<file path="src/hw/rtl/pta_pkg.sv">
// Shared constants, register codes and types for the pulse amplitude and pileup block.
// No dependencies; every other file of the block uses this package.
`default_nettype none

package pta_pkg;

  // Fixed field widths of the channels and the configuration port.
  localparam int SAMPLE_W    = 14;
  localparam int AMP_W       = 22;
  localparam int INDEX_W     = 12;
  localparam int DISCARD_W   = 12;
  localparam int DURATION_W  = 12;
  localparam int THRESH_W    = 14;
  localparam int CFG_ADDR_W  = 2;
  localparam int CFG_DATA_W  = 14;

  // Register indexes on the configuration port.
  localparam logic [CFG_ADDR_W-1:0] REG_OFFSET_LIMIT   = 2'd0;
  localparam logic [CFG_ADDR_W-1:0] REG_PULSE_DURATION = 2'd1;
  localparam logic [CFG_ADDR_W-1:0] REG_DIP_THRESHOLD  = 2'd2;

  // Register reset values.
  localparam logic [DISCARD_W-1:0]  RST_OFFSET_LIMIT   = 12'd4095;
  localparam logic [DURATION_W-1:0] RST_PULSE_DURATION = 12'd30;
  localparam logic [THRESH_W-1:0]   RST_DIP_THRESHOLD  = 14'd50;

  // Default values of the top-level parameters.
  localparam int DEF_SAMPLE_BITS   = 14;
  localparam int DEF_PREGATE       = 25;
  localparam int DEF_NEIGHBOUR_GAP = 6;
  localparam int DEF_TRACE_CAP     = 4096;

  // Status that travels with a finished trace from the front end to the result stages.
  typedef struct packed {
    logic valid;
    logic pileup;
    logic short_tr;
  } pta_snap_t;

endpackage

`default_nettype wire

</file>
<file path="src/hw/rtl/pta_if.sv">
// Valid/ready channel interfaces for the sample stream and the result stream.
// Depends on pta_pkg for the payload widths.
`default_nettype none

interface pta_in_if;
  logic                         valid;
  logic                         ready;
  logic [pta_pkg::SAMPLE_W-1:0] sample;
  logic                         last_sample;

  modport source (output valid, output sample, output last_sample, input ready);
  modport sink   (input valid, input sample, input last_sample, output ready);
endinterface

interface pta_out_if;
  logic                        valid;
  logic                        ready;
  logic [pta_pkg::AMP_W-1:0]   amplitude_q8;
  logic [pta_pkg::INDEX_W-1:0] min_index;
  logic                        offset_flag;
  logic                        pileup_flag;
  logic                        short_trace;

  modport source (output valid, output amplitude_q8, output min_index, output offset_flag,
                  output pileup_flag, output short_trace, input ready);
  modport sink   (input valid, input amplitude_q8, input min_index, input offset_flag,
                  input pileup_flag, input short_trace, output ready);
endinterface

`default_nettype wire

</file>
<file path="src/hw/rtl/pulse_trace_amplitude_pileup.sv">
// Top level of the pulse amplitude and pileup block: configuration registers and the two stages.
// Depends on pta_pkg, pta_if, pta_trace and pta_result.
//
//   channel   | direction | payload                                          | handshake
//   in_chan   | in        | sample[13:0], last_sample                        | valid/ready
//   out_chan  | out       | amplitude_q8[21:0], min_index[11:0], 3 flags     | valid/ready
//   cfg_*     | in        | cfg_index[1:0], cfg_data[13:0]                   | cfg_we only
//
// One sample is taken every cycle while in_chan.ready is high; the sustained rate is one
// item per clock, set by the combinational window compare and minimum update in the front end.
// A trace's result passes through the snapshot, product and output registers in turn.
// Reset is synchronous and active low; it clears the trace state and loads register defaults.
// While the output is stalled, up to three finished traces wait in the snapshot and the result
// stages; only when all three are full does in_chan.ready drop.
`default_nettype none

module pulse_trace_amplitude_pileup #(
  parameter int SAMPLE_BITS   = pta_pkg::DEF_SAMPLE_BITS,
  parameter int PREGATE       = pta_pkg::DEF_PREGATE,
  parameter int NEIGHBOUR_GAP = pta_pkg::DEF_NEIGHBOUR_GAP,
  parameter int TRACE_CAP     = pta_pkg::DEF_TRACE_CAP
) (
  input  wire logic                              clk,
  input  wire logic                              rst_n,
  pta_in_if.sink                                 in_chan,
  pta_out_if.source                              out_chan,
  input  wire logic                              cfg_we,
  input  wire logic [pta_pkg::CFG_ADDR_W-1:0]    cfg_index,
  input  wire logic [pta_pkg::CFG_DATA_W-1:0]    cfg_data
);
  import pta_pkg::*;

  localparam int IW = $clog2(TRACE_CAP);
  localparam int BW = SAMPLE_BITS + $clog2(PREGATE);

  logic [DISCARD_W-1:0]  offset_limit_r;
  logic [DURATION_W-1:0] pulse_duration_r;
  logic [THRESH_W-1:0]   dip_threshold_r;

  pta_snap_t              snap;
  logic [BW-1:0]          snap_sum;
  logic [SAMPLE_BITS-1:0] snap_min;
  logic [IW-1:0]          snap_pos;
  logic                   snap_ready;

  always_ff @(posedge clk) begin
    if (!rst_n) begin
      offset_limit_r   <= RST_OFFSET_LIMIT;
      pulse_duration_r <= RST_PULSE_DURATION;
      dip_threshold_r  <= RST_DIP_THRESHOLD;
    end else if (cfg_we) begin
      unique case (cfg_index)
        REG_OFFSET_LIMIT:   offset_limit_r   <= cfg_data[DISCARD_W-1:0];
        REG_PULSE_DURATION: pulse_duration_r <= cfg_data[DURATION_W-1:0];
        REG_DIP_THRESHOLD:  dip_threshold_r  <= cfg_data[THRESH_W-1:0];
        default: begin
        end
      endcase
    end
  end

  pta_trace #(
    .SAMPLE_BITS   (SAMPLE_BITS),
    .PREGATE       (PREGATE),
    .NEIGHBOUR_GAP (NEIGHBOUR_GAP),
    .TRACE_CAP     (TRACE_CAP)
  ) u_trace (
    .clk            (clk),
    .rst_n          (rst_n),
    .in_chan        (in_chan),
    .dip_threshold  (dip_threshold_r),
    .pulse_duration (pulse_duration_r),
    .snap_ready     (snap_ready),
    .snap           (snap),
    .snap_sum       (snap_sum),
    .snap_min       (snap_min),
    .snap_pos       (snap_pos)
  );

  pta_result #(
    .SAMPLE_BITS (SAMPLE_BITS),
    .PREGATE     (PREGATE),
    .TRACE_CAP   (TRACE_CAP)
  ) u_result (
    .clk          (clk),
    .rst_n        (rst_n),
    .snap         (snap),
    .snap_sum     (snap_sum),
    .snap_min     (snap_min),
    .snap_pos     (snap_pos),
    .offset_limit (offset_limit_r),
    .snap_ready   (snap_ready),
    .out_chan     (out_chan)
  );

endmodule

`default_nettype wire

</file>
<file path="src/hw/rtl/pta_trace.sv">
// Per-sample front end: baseline sum, running minimum, dip window and pileup tracking.
// Holds a snapshot of the finished trace for the result stages. Uses pta_pkg and pta_in_if.
`default_nettype none

module pta_trace #(
  parameter int SAMPLE_BITS   = pta_pkg::DEF_SAMPLE_BITS,
  parameter int PREGATE       = pta_pkg::DEF_PREGATE,
  parameter int NEIGHBOUR_GAP = pta_pkg::DEF_NEIGHBOUR_GAP,
  parameter int TRACE_CAP     = pta_pkg::DEF_TRACE_CAP,
  localparam int IW = $clog2(TRACE_CAP),
  localparam int BW = SAMPLE_BITS + $clog2(PREGATE)
) (
  input  wire logic                               clk,
  input  wire logic                               rst_n,
  pta_in_if.sink                                  in_chan,
  input  wire logic [pta_pkg::THRESH_W-1:0]       dip_threshold,
  input  wire logic [pta_pkg::DURATION_W-1:0]     pulse_duration,
  input  wire logic                               snap_ready,
  output pta_pkg::pta_snap_t                      snap,
  output logic      [BW-1:0]                      snap_sum,
  output logic      [SAMPLE_BITS-1:0]             snap_min,
  output logic      [IW-1:0]                      snap_pos
);
  import pta_pkg::*;

  localparam int SB  = SAMPLE_BITS;
  localparam int NG  = NEIGHBOUR_GAP;
  localparam int CW  = ((IW > 9) ? IW : 9) + 1;
  localparam int DW  = ((SB > THRESH_W) ? SB : THRESH_W) + 1;
  localparam int GW  = (IW > DURATION_W) ? IW : DURATION_W;
  localparam logic [IW-1:0] CNT_MAX = IW'(TRACE_CAP - 1);

  // Shift line of the last 2*NG samples; index 0 is the newest.
  logic [SB-1:0] win_r [2*NG];

  logic [BW-1:0] sum_r;
  logic [SB-1:0] min_r;
  logic [IW-1:0] pos_r;
  logic [IW-1:0] cnt_r;
  logic [IW-1:0] prev_pos_r;
  logic          prev_valid_r;
  logic          pileup_r;

  logic          snap_v_r;
  logic          snap_pileup_r;
  logic          snap_short_r;
  logic [BW-1:0] snap_sum_r;
  logic [SB-1:0] snap_min_r;
  logic [IW-1:0] snap_pos_r;

  logic [SB+SAMPLE_W-1:0] s_ext;
  logic [SB-1:0]          s;
  logic                   accept;
  logic [CW-1:0]          n_ext;
  logic                   in_pregate;
  logic                   win_full;
  logic [DW-1:0]          ctr_thr;
  logic                   is_dip;
  logic [IW-1:0]          dip_pos;
  logic [IW-1:0]          gap;
  logic                   late;
  logic                   take_min;

  logic [BW-1:0] sum_nxt;
  logic [SB-1:0] min_nxt;
  logic [IW-1:0] pos_nxt;
  logic [IW-1:0] cnt_nxt;
  logic [IW-1:0] prev_pos_nxt;
  logic          prev_valid_nxt;
  logic          pileup_nxt;
  logic          short_nxt;

  assign s_ext = {{SB{1'b0}}, in_chan.sample};
  assign s     = s_ext[SB-1:0];

  assign in_chan.ready = !snap_v_r || snap_ready;
  assign accept        = in_chan.valid && in_chan.ready;

  always_comb begin
    n_ext      = CW'(cnt_r);
    in_pregate = n_ext < CW'(PREGATE);
    win_full   = n_ext >= CW'(2 * NG);

    // The centre is the sample NG back, the left neighbour 2*NG back, the right one is new.
    ctr_thr = DW'(win_r[NG-1]) + DW'(dip_threshold);
    is_dip  = win_full && !pileup_r &&
              (DW'(win_r[2*NG-1]) > ctr_thr) && (DW'(s) > ctr_thr);
    dip_pos = cnt_r - IW'(NG);
    gap     = dip_pos - prev_pos_r;
    late    = GW'(gap) > GW'(pulse_duration);

    pileup_nxt     = pileup_r || (is_dip && prev_valid_r && late);
    prev_pos_nxt   = is_dip ? dip_pos : prev_pos_r;
    prev_valid_nxt = prev_valid_r || is_dip;

    take_min = s < min_r;
    min_nxt  = take_min ? s : min_r;
    pos_nxt  = take_min ? cnt_r : pos_r;
    sum_nxt  = in_pregate ? (sum_r + BW'(s)) : sum_r;
    cnt_nxt  = (cnt_r != CNT_MAX) ? (cnt_r + 1'b1) : cnt_r;

    short_nxt = (n_ext + 1'b1) < CW'(PREGATE);
  end

  always_ff @(posedge clk) begin
    if (!rst_n) begin
      sum_r        <= '0;
      min_r        <= '1;
      pos_r        <= '0;
      cnt_r        <= '0;
      prev_pos_r   <= '0;
      prev_valid_r <= 1'b0;
      pileup_r     <= 1'b0;
      snap_v_r     <= 1'b0;
    end else begin
      if (accept) begin
        if (in_chan.last_sample) begin
          sum_r        <= '0;
          min_r        <= '1;
          pos_r        <= '0;
          cnt_r        <= '0;
          prev_pos_r   <= '0;
          prev_valid_r <= 1'b0;
          pileup_r     <= 1'b0;
        end else begin
          sum_r        <= sum_nxt;
          min_r        <= min_nxt;
          pos_r        <= pos_nxt;
          cnt_r        <= cnt_nxt;
          prev_pos_r   <= prev_pos_nxt;
          prev_valid_r <= prev_valid_nxt;
          pileup_r     <= pileup_nxt;
        end
      end
      if (accept && in_chan.last_sample) begin
        snap_v_r <= 1'b1;
      end else if (snap_ready) begin
        snap_v_r <= 1'b0;
      end
    end
  end

  // The window only feeds the dip test once it holds 2*NG samples of the current trace.
  always_ff @(posedge clk) begin
    if (accept) begin
      win_r[0] <= s;
      for (int k = 1; k < 2 * NG; k++) begin
        win_r[k] <= win_r[k-1];
      end
    end
  end

  always_ff @(posedge clk) begin
    if (accept && in_chan.last_sample) begin
      snap_sum_r    <= sum_nxt;
      snap_min_r    <= min_nxt;
      snap_pos_r    <= pos_nxt;
      snap_pileup_r <= pileup_nxt;
      snap_short_r  <= short_nxt;
    end
  end

  assign snap.valid    = snap_v_r;
  assign snap.pileup   = snap_pileup_r;
  assign snap.short_tr = snap_short_r;
  assign snap_sum      = snap_sum_r;
  assign snap_min      = snap_min_r;
  assign snap_pos      = snap_pos_r;

`ifndef SYNTHESIS
  a_last_clears: assert property (@(posedge clk) disable iff (!rst_n)
    accept && in_chan.last_sample |=> snap_v_r && (cnt_r == '0) && !pileup_r)
    else $error("trace end did not load the snapshot and clear the trace state");

  a_snap_holds: assert property (@(posedge clk) disable iff (!rst_n)
    snap_v_r && !snap_ready |=> snap_v_r && $stable(snap_pos_r) && $stable(snap_sum_r))
    else $error("stalled snapshot changed");

  a_pileup_needs_dip: assert property (@(posedge clk) disable iff (!rst_n)
    pileup_r |-> prev_valid_r)
    else $error("pileup flagged without an earlier dip");
`endif

endmodule

`default_nettype wire

</file>
<file path="src/hw/rtl/pta_result.sv">
// Result stages: baseline mean by reciprocal multiply, amplitude, flags and output register.
// Uses pta_pkg and pta_out_if; fed by the snapshot of pta_trace.
`default_nettype none

module pta_result #(
  parameter int SAMPLE_BITS = pta_pkg::DEF_SAMPLE_BITS,
  parameter int PREGATE     = pta_pkg::DEF_PREGATE,
  parameter int TRACE_CAP   = pta_pkg::DEF_TRACE_CAP,
  localparam int IW = $clog2(TRACE_CAP),
  localparam int BW = SAMPLE_BITS + $clog2(PREGATE)
) (
  input  wire logic                            clk,
  input  wire logic                            rst_n,
  input  wire pta_pkg::pta_snap_t              snap,
  input  wire logic [BW-1:0]                   snap_sum,
  input  wire logic [SAMPLE_BITS-1:0]          snap_min,
  input  wire logic [IW-1:0]                   snap_pos,
  input  wire logic [pta_pkg::DISCARD_W-1:0]   offset_limit,
  output logic                                 snap_ready,
  pta_out_if.source                            out_chan
);
  import pta_pkg::*;

  localparam int SB = SAMPLE_BITS;
  localparam int L  = $clog2(PREGATE);
  localparam int K  = BW + L;
  localparam int RW = BW + 10;
  localparam int PW = BW + RW;
  localparam int AW = BW + 8;
  localparam int OW = (IW > DISCARD_W) ? IW : DISCARD_W;
  // floor(256*sum/PREGATE) == floor(sum*RECIP / 2^K) for every sum below 2^BW.
  localparam longint unsigned RECIP_FULL =
    ((64'd1 << (K + 8)) + 64'(PREGATE) - 64'd1) / PREGATE;
  localparam logic [RW-1:0] RECIP = RW'(RECIP_FULL);

  logic          s2_v_r;
  logic [PW-1:0] prod_r;
  logic [SB-1:0] min2_r;
  logic [IW-1:0] pos2_r;
  logic          pileup2_r;
  logic          short2_r;

  logic             out_v_r;
  logic [AMP_W-1:0] amp_r;
  logic [INDEX_W-1:0] idx_r;
  logic             off_r;
  logic             pil_r;
  logic             sht_r;

  logic                   out_free;
  logic                   s2_free;
  logic [PW-1:0]          prod_nxt;
  logic [PW-1:0]          shifted;
  logic [AW-1:0]          mean_q8;
  logic [AW-1:0]          min_q8;
  logic [AW-1:0]          amp;
  logic [AW+AMP_W-1:0]    amp_ext;
  logic [IW+INDEX_W-1:0]  idx_ext;
  logic                   offset;

  assign out_free   = !out_v_r || out_chan.ready;
  assign s2_free    = !s2_v_r || out_free;
  assign snap_ready = s2_free;

  assign prod_nxt = PW'(snap_sum) * PW'(RECIP);

  always_comb begin
    shifted = prod_r >> K;
    mean_q8 = shifted[AW-1:0];
    min_q8  = AW'({min2_r, 8'h00});
    if (short2_r) begin
      amp = '0;
    end else if (mean_q8 >= min_q8) begin
      amp = mean_q8 - min_q8;
    end else begin
      amp = '0;
    end
    amp_ext = {{AMP_W{1'b0}}, amp};
    idx_ext = {{INDEX_W{1'b0}}, pos2_r};
    offset  = OW'(pos2_r) > OW'(offset_limit);
  end

  always_ff @(posedge clk) begin
    if (!rst_n) begin
      s2_v_r  <= 1'b0;
      out_v_r <= 1'b0;
    end else begin
      if (s2_free) begin
        s2_v_r <= snap.valid;
      end
      if (out_free) begin
        out_v_r <= s2_v_r;
      end
    end
  end

  always_ff @(posedge clk) begin
    if (s2_free && snap.valid) begin
      prod_r    <= prod_nxt;
      min2_r    <= snap_min;
      pos2_r    <= snap_pos;
      pileup2_r <= snap.pileup;
      short2_r  <= snap.short_tr;
    end
    if (out_free && s2_v_r) begin
      amp_r <= amp_ext[AMP_W-1:0];
      idx_r <= idx_ext[INDEX_W-1:0];
      off_r <= offset;
      pil_r <= pileup2_r;
      sht_r <= short2_r;
    end
  end

  assign out_chan.valid        = out_v_r;
  assign out_chan.amplitude_q8 = amp_r;
  assign out_chan.min_index    = idx_r;
  assign out_chan.offset_flag  = off_r;
  assign out_chan.pileup_flag  = pil_r;
  assign out_chan.short_trace  = sht_r;

`ifndef SYNTHESIS
  a_short_zero_amp: assert property (@(posedge clk) disable iff (!rst_n)
    out_v_r && sht_r |-> (amp_r == '0))
    else $error("short trace reported a nonzero amplitude");

  a_s2_holds: assert property (@(posedge clk) disable iff (!rst_n)
    s2_v_r && out_v_r && !out_chan.ready |=> s2_v_r && $stable(prod_r) && $stable(pos2_r))
    else $error("product stage lost or changed a stalled item");

  a_out_holds: assert property (@(posedge clk) disable iff (!rst_n)
    out_v_r && !out_chan.ready |=> out_v_r && $stable(amp_r) && $stable(idx_r))
    else $error("stalled result changed before it was taken");
`endif

endmodule

`default_nettype wire

</file>
<file path="src/flat_wrapper.sv">
// flat-port wrapper written by rule: the top's interface ports become plain ports
module pulse_trace_amplitude_pileup_flat import pta_pkg::*;
#(
  parameter int SAMPLE_BITS   = pta_pkg::DEF_SAMPLE_BITS,
  parameter int PREGATE       = pta_pkg::DEF_PREGATE,
  parameter int NEIGHBOUR_GAP = pta_pkg::DEF_NEIGHBOUR_GAP,
  parameter int TRACE_CAP     = pta_pkg::DEF_TRACE_CAP
)
  (clk, rst_n, cfg_we, cfg_index, cfg_data, in_chan_valid, in_chan_sample, in_chan_last_sample, in_chan_ready, out_chan_valid, out_chan_amplitude_q8, out_chan_min_index, out_chan_offset_flag, out_chan_pileup_flag, out_chan_short_trace, out_chan_ready);
  pta_in_if in_chan_i ();
  pta_out_if out_chan_i ();
  input  wire logic clk;
  input  wire logic rst_n;
  input  wire logic cfg_we;
  input  wire logic [pta_pkg::CFG_ADDR_W-1:0] cfg_index;
  input  wire logic [pta_pkg::CFG_DATA_W-1:0] cfg_data;
  input wire logic [$bits(in_chan_i.valid)-1:0] in_chan_valid;
  input wire logic [$bits(in_chan_i.sample)-1:0] in_chan_sample;
  input wire logic [$bits(in_chan_i.last_sample)-1:0] in_chan_last_sample;
  output wire logic [$bits(in_chan_i.ready)-1:0] in_chan_ready;
  output wire logic [$bits(out_chan_i.valid)-1:0] out_chan_valid;
  output wire logic [$bits(out_chan_i.amplitude_q8)-1:0] out_chan_amplitude_q8;
  output wire logic [$bits(out_chan_i.min_index)-1:0] out_chan_min_index;
  output wire logic [$bits(out_chan_i.offset_flag)-1:0] out_chan_offset_flag;
  output wire logic [$bits(out_chan_i.pileup_flag)-1:0] out_chan_pileup_flag;
  output wire logic [$bits(out_chan_i.short_trace)-1:0] out_chan_short_trace;
  input wire logic [$bits(out_chan_i.ready)-1:0] out_chan_ready;
  assign in_chan_i.valid = in_chan_valid;
  assign in_chan_i.sample = in_chan_sample;
  assign in_chan_i.last_sample = in_chan_last_sample;
  assign in_chan_ready = in_chan_i.ready;
  assign out_chan_valid = out_chan_i.valid;
  assign out_chan_amplitude_q8 = out_chan_i.amplitude_q8;
  assign out_chan_min_index = out_chan_i.min_index;
  assign out_chan_offset_flag = out_chan_i.offset_flag;
  assign out_chan_pileup_flag = out_chan_i.pileup_flag;
  assign out_chan_short_trace = out_chan_i.short_trace;
  assign out_chan_i.ready = out_chan_ready;
  pulse_trace_amplitude_pileup #(.SAMPLE_BITS(SAMPLE_BITS), .PREGATE(PREGATE), .NEIGHBOUR_GAP(NEIGHBOUR_GAP), .TRACE_CAP(TRACE_CAP)) u_core (.clk(clk), .rst_n(rst_n), .in_chan(in_chan_i), .out_chan(out_chan_i), .cfg_we(cfg_we), .cfg_index(cfg_index), .cfg_data(cfg_data));
endmodule
</file>
<file path="config.mk">
export PLATFORM = sky130hd
export DESIGN_NAME = pulse_trace_amplitude_pileup_flat
export DESIGN_NICKNAME = d
export VERILOG_FILES = /design/src/hw/rtl/pta_pkg.sv /design/src/hw/rtl/pta_if.sv /design/src/hw/rtl/pulse_trace_amplitude_pileup.sv /design/src/hw/rtl/pta_trace.sv /design/src/hw/rtl/pta_result.sv /design/src/flat_wrapper.sv
export SDC_FILE = /design/constraint.sdc
export NUM_CORES = 1
export LEC_CHECK = 0
export BUFFER_PORTS_ARGS = -buffer_cell sky130_fd_sc_hd__buf_2
export CORE_MARGIN = 8
export CORE_UTILIZATION = 38
export DETAILED_ROUTE_END_ITERATION = 16
export GPL_TIMING_DRIVEN = 0
export PLACE_DENSITY = 0.56
export SLEW_MARGIN = 25
export SYNTH_ARGS = -nofsm -noshare
export SYNTH_HDL_FRONTEND = slang
export SYNTH_SLANG_ARGS = --single-unit
</file>
<file path="constraint.sdc">
create_clock -name clk -period 20.9 [get_ports clk]
set_input_delay 4.18 -clock clk [delete_from_list [all_inputs] [get_ports clk]]
set_output_delay 4.18 -clock clk [all_outputs]
set_load 0.01 [all_outputs]
</file>
==> results.sh <==
export IMPL_status="finished clean"
export IMPL_design_core_area_um2=65700
export IMPL_hold_buffers=0
export IMPL_rows=94
export IMPL_cts_buffer_depth=3
export IMPL_synth_area_leaders="edfxtp_1 (36%), ha_1 (15%), fa_1 (12%), dfxtp_1 (8.9%), inv_1 (5.2%)"
export IMPL_wl_mm=57.8
export IMPL_place_area_um2=26900
export IMPL_antenna_cells=0
export IMPL_synth_edf_count=303
export IMPL_grt_pass1_wl_mm=91.6
export IMPL_drv_slew=0
export IMPL_cts_setup_buffers=0
export IMPL_dp_hpwl_mm=45.7
export IMPL_whs_ns=0.415
export IMPL_period_minus_slack_ns=9.32
export IMPL_max_cap_violations=0
export IMPL_p_per_area_nw_per_um2=130
export IMPL_drive_gt1_frac=0.0772
export IMPL_ys_ff_latch=415
export IMPL_htree_levels=2
export IMPL_cp_start_kind="input pin"
export IMPL_period_share=0.446
export IMPL_ys_types=68
export IMPL_syn_avg_cell_area_um2=11.5
export IMPL_clock_sinks=415
export IMPL_n_fill_cell=6084
export IMPL_worstPathRequired_ns=16.72
export IMPL_initialDrtViolationCount=924
export IMPL_routabilityCongestion=0.871
export IMPL_min_path_cells=0
export IMPL_worst_clock_skew_ns=0.0112
export IMPL_synth_top_cell_area_share=0.361
export IMPL_grt_start_max_net_pins=46
export IMPL_cts_buffers=43
export IMPL_worstHoldEndpoint="u_core.u_trace.win_r[2][55]"
export IMPL_ant_nets=0
export IMPL_firstDrtPassIters=5
export IMPL_syn_inst=2185
export IMPL_setup_worst_path_class="in2out"
export IMPL_yosysTopAreaCell="edfxtp_1"
export IMPL_via_per_inst=5.05
export IMPL_stdcell_count=3209
export IMPL_regArea_um2=11300
export IMPL_fmax_mhz=107
export IMPL_gr_total_overflow=0
export IMPL_cp_max_fo=5
export IMPL_root_buffer="clkbuf_16"
export IMPL_yosys_warnings=0
export IMPL_grt_pass1_vias=16800
export IMPL_worst_r2r_cell_count=20
export IMPL_io_pins=75
export IMPL_routedWlPerCell_um=18.0
export IMPL_worstPathArrival_ns=5.14
export IMPL_antenna_found_initial=1
export IMPL_clock_latency_ns=0.56
export IMPL_nets=2808
export IMPL_synth_ff_type="edfxtp_1"
export IMPL_die_h_um=274
export IMPL_layout_setup_ws_ns=11.58
export IMPL_drc=0
export IMPL_worstMarginPinSlew_ns=0.746
export IMPL_multi_input_area_um2=12300
export IMPL_grt_usage=0.155
export IMPL_end_kind="output port"
export IMPL_yosysSeqAreaShare=0.450
export IMPL_netlist_area_um2=25200
export IMPL_die_w_um=274
export IMPL_area_growth_pct=12.0
export IMPL_rrSetupSlack_ns=13.83
export IMPL_dpl_worst_slack_ns=11.58
export IMPL_dieArea_um2=74900
export IMPL_tritoncts="built"
export IMPL_hp_start="u_core.u_trace.win_r[2][41]"
export IMPL_setup_viol=0
export IMPL_min_path_type="reg2reg"
export IMPL_rsz0062_at_grt="no"
export IMPL_regToRegEndpoint="u_core.u_result.prod_r[46]"
export IMPL_timing_rr_start="u_core.u_trace.snap_sum[1]"
export IMPL_clk_pin_slew_worst_paths_ns=0.06
export IMPL_start_util=0.384
export IMPL_setup_tns_ns=0
export IMPL_hold_viol_final=0
export IMPL_leakage_nw=12.4
export IMPL_portBuffers=73
export IMPL_dp_cells=3130
export IMPL_cts_resized=0
export IMPL_slew_headroom=0.502
export IMPL_stdcell_area_um2=28200
export IMPL_syn_nets=2682
export IMPL_peakVddDrop_uv=92.4
export IMPL_route_vias_total=16200
export IMPL_synthArstFlopShare=0
layout make-up:
class	instances	share of cell area
Timing Repair Buffer	81	0.0191
Multi-Input combinational cell	1365	0.437
Clock buffer	58	0.0419
Inverter	352	0.0468
Clock inverter	21	0.00665
Buffer	53	0.00838
Tap cell	864	0.0383
Sequential cell	415	0.402
stage by stage:
| step | util | power, W |
|---|---|---|
| 6_report | 0.429 | 0.00366 |
| 5_1_grt | 0.429 | 0.00398 |
| 4_1_cts | 0.429 | 0.00371 |
| 3_5_place_dp | 0.409 | 0.00294 |
| 3_3_place_gp | 0.406 | 0.00291 |
| 2_1_floorplan | - | 0.00244 |
where the power goes:
group	switching, W	total (W)	internal (W)	leakage [nW]
sequential	0.0000305	0.00106	0.00103	3.78
combinational	0.00107	0.00185	0.000777	7.95
clock	0.000322	0.000748	0.000426	0.659
sequential cells by signal (all words and copies together) (netlist names), 12 cells and up:
| register | flops |
|---|---|
| u_core.u_result.out_chan.amplitude_q8 | 22 |
| u_core.u_trace.cnt_r | 12 |
| u_core.u_trace.pos_r | 12 |
| u_core.pulse_duration_r | 12 |
| u_core.dip_threshold_r | 14 |
| u_core.u_trace.sum_r | 19 |
| u_core.u_trace.snap_pos | 12 |
| u_core.offset_limit_r | 12 |
| u_core.u_result.out_chan.min_index | 12 |
| u_core.u_trace.prev_pos_r | 12 |
| u_core.u_result.pos2_r | 12 |
| u_core.u_result.min2_r | 14 |
| u_core.u_trace.snap_min | 14 |
| u_core.u_result.prod_r | 23 |
| u_core.u_trace.snap_sum | 19 |
| u_core.u_trace.win_r | 168 |
| u_core.u_trace.min_r | 14 |
worst max-delay path by stage:
stage / slack [ns] / end / start / cells past startpoint
detailed placement: 11.58 / in_chan_ready / out_chan_ready / 4
CTS: 11.58 / in_chan_ready / out_chan_ready / 4
finish: 11.58 / in_chan_ready / out_chan_ready / 4
global route: 11.50 / in_chan_ready / out_chan_ready / 4
floorplan: 9.37 / u_core.u_trace.snap_min[0] / out_chan_ready / 8
global placement: 6.24 / u_core.u_trace.snap_min[10] / out_chan_ready / 9
cells by family (layout without fill, tap and decap cells):
kind of cell,after synthesis,after routing,share of synthesized area
flops,415,415,0.450
simple gates,434,434,0.0811
buf+inv,405,565,0.0616
xor+xnor,72,72,0.0250
compound gates,380,380,0.100
mux,18,18,0.00794
fa+ha+maj,461,461,0.275
cell usage after synthesis, drive strengths merged (39+ instances only):
cell and count:
fa 154, nand2 160, a21oi 112, o21ai 76, a21o 56, ha 307
nor2 92, nor3 39, edfxtp 303, inv 352, dfxtp 112, clkbuf 44
critical path: stages:
cell	delay (ns)
buf_2	0.10
nor2b_1	0.46
nand3_1	0.22
buf_2	0.19
metal layers:
metal	vias up	track usage	wire length (um)
li1	7833	-	-
met1	7912	0.217	27700
met2	359	0.243	25700
met3	97	0.0266	2850
met4	0	0.0457	1560
met5	-	0	0
placed cells by master, fill, tap and decap left out, types with 15 or more instances in the layout:
master,synthesis,final
nor3b_1,15,15
edfxtp_1,303,303
inv_1,351,350
mux2_2,16,16
xnor2_1,38,38
o211ai_1,19,19
nand4_1,19,19
clkbuf_16,0,44
a21o_1,56,56
a22o_1,16,16
a21oi_1,111,111
dfxtp_1,112,112
buf_2,3,76
nand3_1,24,24
nand2_1,160,160
nor3_1,39,39
fa_1,154,154
ha_1,307,307
o21ai_0,75,75
nor2_1,92,92
clkbuf_1,44,54
nor2b_1,24,23
and3_1,18,18
xor2_1,34,34
Power figures use the tool's default switching activity.
